## config.mk

```make
export PLATFORM = sky130hd
export DESIGN_NAME = sorted_priority_queue_unit
export DESIGN_NICKNAME = d
export VERILOG_FILES = /design/src/design/spq_pkg.sv /design/src/design/sorted_priority_queue_unit.sv /design/src/design/spq_cell.sv
export SDC_FILE = /design/constraint.sdc
export NUM_CORES = 2
export LEC_CHECK = 0
export ABC_CLOCK_PERIOD_IN_PS = 10900
export BUFFER_PORTS_ARGS = -buffer_cell sky130_fd_sc_hd__buf_2
export CORE_MARGIN = 1.5
export CORE_UTILIZATION = 60
export DETAILED_ROUTE_END_ITERATION = 10
export GPL_TIMING_DRIVEN = 0
export PLACE_DENSITY = 0.88
export SYNTH_ARGS = -nofsm -noshare
export SYNTH_HDL_FRONTEND = slang
export SYNTH_HIERARCHICAL = 1
export SYNTH_SLANG_ARGS = --single-unit
```

## constraint.sdc

```tcl
create_clock -name clk -period 10.9 [get_ports clk]
set_input_delay 1.09 -clock clk [delete_from_list [all_inputs] [get_ports clk]]
set_output_delay 1.09 -clock clk [all_outputs]
set_load 0.05 [all_outputs]
```

## src/design/spq_pkg.sv

```systemverilog
// Types and constants of the sorted priority queue.
package spq_pkg;

	localparam int CAPACITY = 16;
	localparam int CNT_W    = $clog2(CAPACITY + 1);
	localparam int PRIO_W   = 8;
	localparam int VALUE_W  = 32;

	typedef enum logic {
		CMD_ENQ = 1'b0,
		CMD_DEQ = 1'b1
	} cmd_t;

	typedef enum logic [1:0] {
		ST_OK    = 2'd0,
		ST_EMPTY = 2'd1,
		ST_FULL  = 2'd2
	} status_t;

	typedef struct packed {
		logic signed [PRIO_W-1:0] prio;
		logic        [VALUE_W-1:0] value;
	} entry_t;

	// Broadcast to every cell of the chain
	typedef struct packed {
		logic   ins;
		logic   deq;
		entry_t new_entry;
	} cell_ctl_t;

endpackage

```

## src/design/sorted_priority_queue_unit.sv

```systemverilog
// A result is registered and appears in the cycle after its command transaction.
// One command per cycle while the result side does not stall; every cell of the chain compares and
// shifts in parallel, so enqueue and dequeue both update the whole chain together.
// Output is held in a register, so input is taken while a result waits if it drains.
// Reset (arst_n low) empties the queue and drops any pending result;
// slot contents are not cleared and are read only below the fill count.
module sorted_priority_queue_unit (
	input  logic        clk,
	input  logic        arst_n,
	input  logic        s_axis_tvalid,
	output logic        s_axis_tready,
	input  logic [39:0] s_axis_tdata,  // [7:0] priority_req, [39:8] payload
	input  logic        s_axis_tuser,  // [0] command
	output logic        m_axis_tvalid,
	input  logic        m_axis_tready,
	output logic [39:0] m_axis_tdata   // [31:0] dequeued_value, [33:32] status,
	                                   // [34] now_empty, [39:35] zero
);
	import spq_pkg::*;

	logic               accept;
	logic               full;
	logic               empty;
	cmd_t               cmd;
	cell_ctl_t          ctl;
	logic [CNT_W-1:0]   count_q;
	logic [CNT_W-1:0]   count_d;
	logic               out_valid_q;
	logic [VALUE_W-1:0] out_value_q;
	status_t            out_status_q;
	logic               out_empty_q;
	status_t            status_d;

	entry_t entries  [CAPACITY];
	logic   gts      [CAPACITY];

	assign s_axis_tready = !out_valid_q || m_axis_tready;
	assign accept        = s_axis_tvalid && s_axis_tready;
	assign cmd           = cmd_t'(s_axis_tuser);
	assign full          = (count_q == CNT_W'(CAPACITY));
	assign empty         = (count_q == '0);

	assign ctl.ins             = accept && (cmd == CMD_ENQ) && !full;
	assign ctl.deq             = accept && (cmd == CMD_DEQ) && !empty;
	assign ctl.new_entry.prio  = s_axis_tdata[7:0];
	assign ctl.new_entry.value = s_axis_tdata[39:8];

	always_comb begin
		count_d = count_q;
		if (ctl.ins) begin
			count_d = count_q + CNT_W'(1);
		end else if (ctl.deq) begin
			count_d = count_q - CNT_W'(1);
		end
	end

	always_comb begin
		status_d = ST_OK;
		if (cmd == CMD_DEQ && empty) begin
			status_d = ST_EMPTY;
		end else if (cmd == CMD_ENQ && full) begin
			status_d = ST_FULL;
		end
	end

	for (genvar i = 0; i < CAPACITY; i++) begin : g_cell
		entry_t left_e;
		entry_t right_e;
		logic   left_g;

		if (i == 0) begin : g_head
			assign left_e = ctl.new_entry;
			assign left_g = 1'b1;
		end else begin : g_body
			assign left_e = entries[i-1];
			assign left_g = gts[i-1];
		end

		if (i == CAPACITY - 1) begin : g_tail
			assign right_e = entries[i];
		end else begin : g_inner
			assign right_e = entries[i+1];
		end

		spq_cell u_cell (
			.clk        (clk),
			.ctl        (ctl),
			.occupied   (CNT_W'(i) < count_q),
			.left_gt    (left_g),
			.left_entry (left_e),
			.right_entry(right_e),
			.entry      (entries[i]),
			.gt         (gts[i])
		);
	end

	always_ff @(posedge clk or negedge arst_n) begin
		if (!arst_n) begin
			count_q     <= '0;
			out_valid_q <= 1'b0;
		end else begin
			count_q <= count_d;
			if (accept) begin
				out_valid_q <= 1'b1;
			end else if (m_axis_tready) begin
				out_valid_q <= 1'b0;
			end
		end
	end

	always_ff @(posedge clk) begin
		if (accept) begin
			out_value_q  <= ctl.deq ? entries[0].value : '0;
			out_status_q <= status_d;
			out_empty_q  <= (count_d == '0);
		end
	end

	assign m_axis_tvalid = out_valid_q;
	assign m_axis_tdata  = {5'b0, out_empty_q, out_status_q, out_value_q};

endmodule

```

## src/design/spq_cell.sv

```systemverilog
// One slot of the sorted queue: holds an entry, shifts left on dequeue, right on insert.
module spq_cell (
	input  logic              clk,
	input  spq_pkg::cell_ctl_t ctl,
	input  logic              occupied,
	input  logic              left_gt,
	input  spq_pkg::entry_t   left_entry,
	input  spq_pkg::entry_t   right_entry,
	output spq_pkg::entry_t   entry,
	output logic              gt
);
	import spq_pkg::*;

	entry_t entry_q;
	entry_t entry_d;

	// Stored entry outranks the new one strictly, so it stays put
	assign gt    = occupied && (entry_q.prio > ctl.new_entry.prio);
	assign entry = entry_q;

	always_comb begin
		entry_d = entry_q;
		if (ctl.deq) begin
			entry_d = right_entry;
		end else if (ctl.ins && !gt) begin
			entry_d = left_gt ? ctl.new_entry : left_entry;
		end
	end

	always_ff @(posedge clk) begin
		entry_q <= entry_d;
	end

endmodule

```

==> flow_summary.ini <==
[run_status]
status = finished clean

[worst_setup_path]
crit_fanout = 40
cp_slowest_cell = inv_2
worst_setup_path_end_kind = flip-flop
cp.arrival_ps = 4550
critPathKind = input pin to flip-flop
critPathMaxStageDelay_ps = 660
cp_data_required_time_ps = 11220
critPathLaunchType = input pin
crit_chain = buf_2, nand2b_1, nand2_1, inv_2, and3_2, clkbuf_2, buf_4, a21o_1, a31o_2, buf_12

[place]
io_buffer_count = 81
place_hpwl_um = 68100
place.gp.congestion = 0.923
dp_worst_setup_slack_ps = 5970
place_inst = 4391

[synthesis]
netlist_area_um2 = 38400
synth_warnings = 6
avgSynthCellArea_um2 = 11.1
synth_cells = 3443

[die]
core_area_um2 = 63200
die_x_um = 256
dieHeight_um = 256
io_pins = 87
die_area_um2 = 65500
rows = 92
start_util_pct = 60.7

[sta]
max_freq_mhz = 236
final.setup_skew_ps = 22.3
rsz0062_at_grt = false
hold_viol = 0
fin_crit_ps = 4240
tightestPinTransition_ps = 899
fin_ws_ps = 6660
max_slew_margin_pct = 40.1
drv_slew = 0
setup_viol = 0
holdWs_ps = 284
timing.setup.tns_ps = 0
period_share_pct = 38.9

[cts]
htree_levels = 3
worstSkewPairLatency_ps = 630
cts_buffers = 72
clk_pin_slew_ps = 60
cts_hold_buf = 0
tritoncts = done
cts-resized-gates = 0
clock_sinks = 681
post-cts-setup-buffer-count = 0
cts_max_path_buffers = 3
clockRootBuffer = clkbuf_16

[route]
num_vias = 28200
wire_per_inst_um = 21.1
first_iter_violations = 3195
routed_wirelength_um = 95200
drc = 0
drtAntennaViolNets = 0
drt-vias-per-instance = 6.25
dr.pass1.iters = 8

[hold_path]
hold_class = input pin to async pin

[layout]
final_nets = 3796
layout-drive-gt1-share_pct = 9.59
nFillCells = 4408
synthToLayoutAreaGrowth_pct = 10.5
final_cells = 4519

[grt]
track_usage_pct = 28.8
grt_max_degree = 41
antenna_found_initial = 4
overflow = 0
grt_pass1_wl_um = 152000
grt_pass1_vias = 29200

[pwr]
p_int_mw = 7.21
total_power_mw = 11.2
combPwrFrac_pct = 38.9
p_leak_nw = 16.2
power_switching_mw = 3.97
p_sw_share_pct = 35.5
clkPwrFrac_pct = 21.1
irDropWorstVdd_uv = 159
power.sequential.fraction_pct = 40.0
p_per_area_nw_per_um2 = 264

[job]
cap_violations = 0
==> critical path, delay by kind of cell <==
| kind | cells | cell delay (ps) |
|---|---|---|
| AND/OR/NAND/NOR | 3 | 950 |
| buffers and inverters | 5 | 2010 |
| AO/OA/AOI/OAI | 2 | 440 |
==> metal layers <==
| layer | vias up | global-route usage [%] | routed length [µm] |
|---|---|---|---|
| li1 | 12900 | - | - |
| met1 | 13900 | 39.2 | 40000 |
| met2 | 1294 | 48.1 | 46100 |
| met3 | 203 | 3.68 | 6720 |
| met4 | 6 | 9.09 | 2410 |
| met5 | - | 0 | 41 |
==> state kept, by name, indices dropped and copies added (netlist names) <==
register / flops
g_cell.u_cell/entry: 640
out_value_q: 32
count_q: 5
out_status_q: 2
m_axis_tvalid: 1
out_empty_q: 1
==> layout make-up <==
type	count	area (µm²)	share of cell area (%)
plain buffers	239	1510	3.56
flip-flops and latches	681	20400	48.2
repair buffers	98	741	1.75
multi-input cells	2373	15900	37.5
diodes	1	2.50	0.00590
inverters	154	578	1.36
well taps	846	1060	2.50
clock buffers	97	1950	4.59
clock inverters	30	251	0.593
==> placed cells by master (no fill, tap or decap), types with 3 or more instances in the layout <==
| cell | n |
|---|---|
| clkbuf_16 | 74 |
| a31o_2 | 16 |
| clkinv_4 | 3 |
| clkinv_1 | 14 |
| clkinv_8 | 3 |
| nand4_1 | 16 |
| inv_1 | 153 |
| nand4_2 | 16 |
| nand3_1 | 3 |
| nor2b_1 | 16 |
| nand2b_1 | 3 |
| o21ai_1 | 640 |
| conb_1 | 6 |
| edfxtp_1 | 675 |
| nor2_1 | 22 |
| mux2i_1 | 640 |
| xnor2_1 | 3 |
| buf_12 | 16 |
| o21bai_1 | 5 |
| buf_4 | 22 |
| o221ai_2 | 16 |
| nor3_1 | 3 |
| buf_6 | 66 |
| dfrtp_1 | 6 |
| nand2_1 | 665 |
| clkbuf_1 | 153 |
| ha_1 | 132 |
| buf_2 | 97 |
| a21oi_1 | 50 |
| o21ai_0 | 3 |
| a21o_1 | 49 |
| clkinv_2 | 4 |
| and2_1 | 32 |
| o211ai_1 | 18 |
==> worst paths after layout <==
kind	start	endpoint	slack (ps)	depth (start not counted)
max	m_axis_tready	g_cell[6].u_cell/entry[10]	6660	10
min	arst_n	count_q[1]	280	1
max reg2reg	m_axis_tvalid	g_cell[6].u_cell/entry[10]	6830	9
min reg2reg	g_cell[0].u_cell/entry[17]	out_value_q[17]	550	1
max in group asynchronous	arst_n	m_axis_tvalid	10480	1
min in group clk	g_cell[0].u_cell/entry[17]	out_value_q[17]	550	1
==> power groups by stage <==
stage / registers [mW] / logic (mW) / clock network, mW
2_1_floorplan: 4.37 / 3.29 / 0
3_3_place_gp: 4.54 / 3.96 / 0
3_5_place_dp: 4.51 / 4.21 / 0
4_1_cts: 4.47 / 4.28 / 2.38
5_1_grt: 4.55 / 4.68 / 2.47
6_report: 4.48 / 4.36 / 2.36
==> stage by stage <==
stage               cell area (µm²)  util (%)
floorplan                     38400         -
global placement              39900      63.1
detailed placement            40200      63.6
CTS                           42400      67.1
global route                  42400      67.1
finish                        42400      67.1
(Power assumes the default switching activity.)
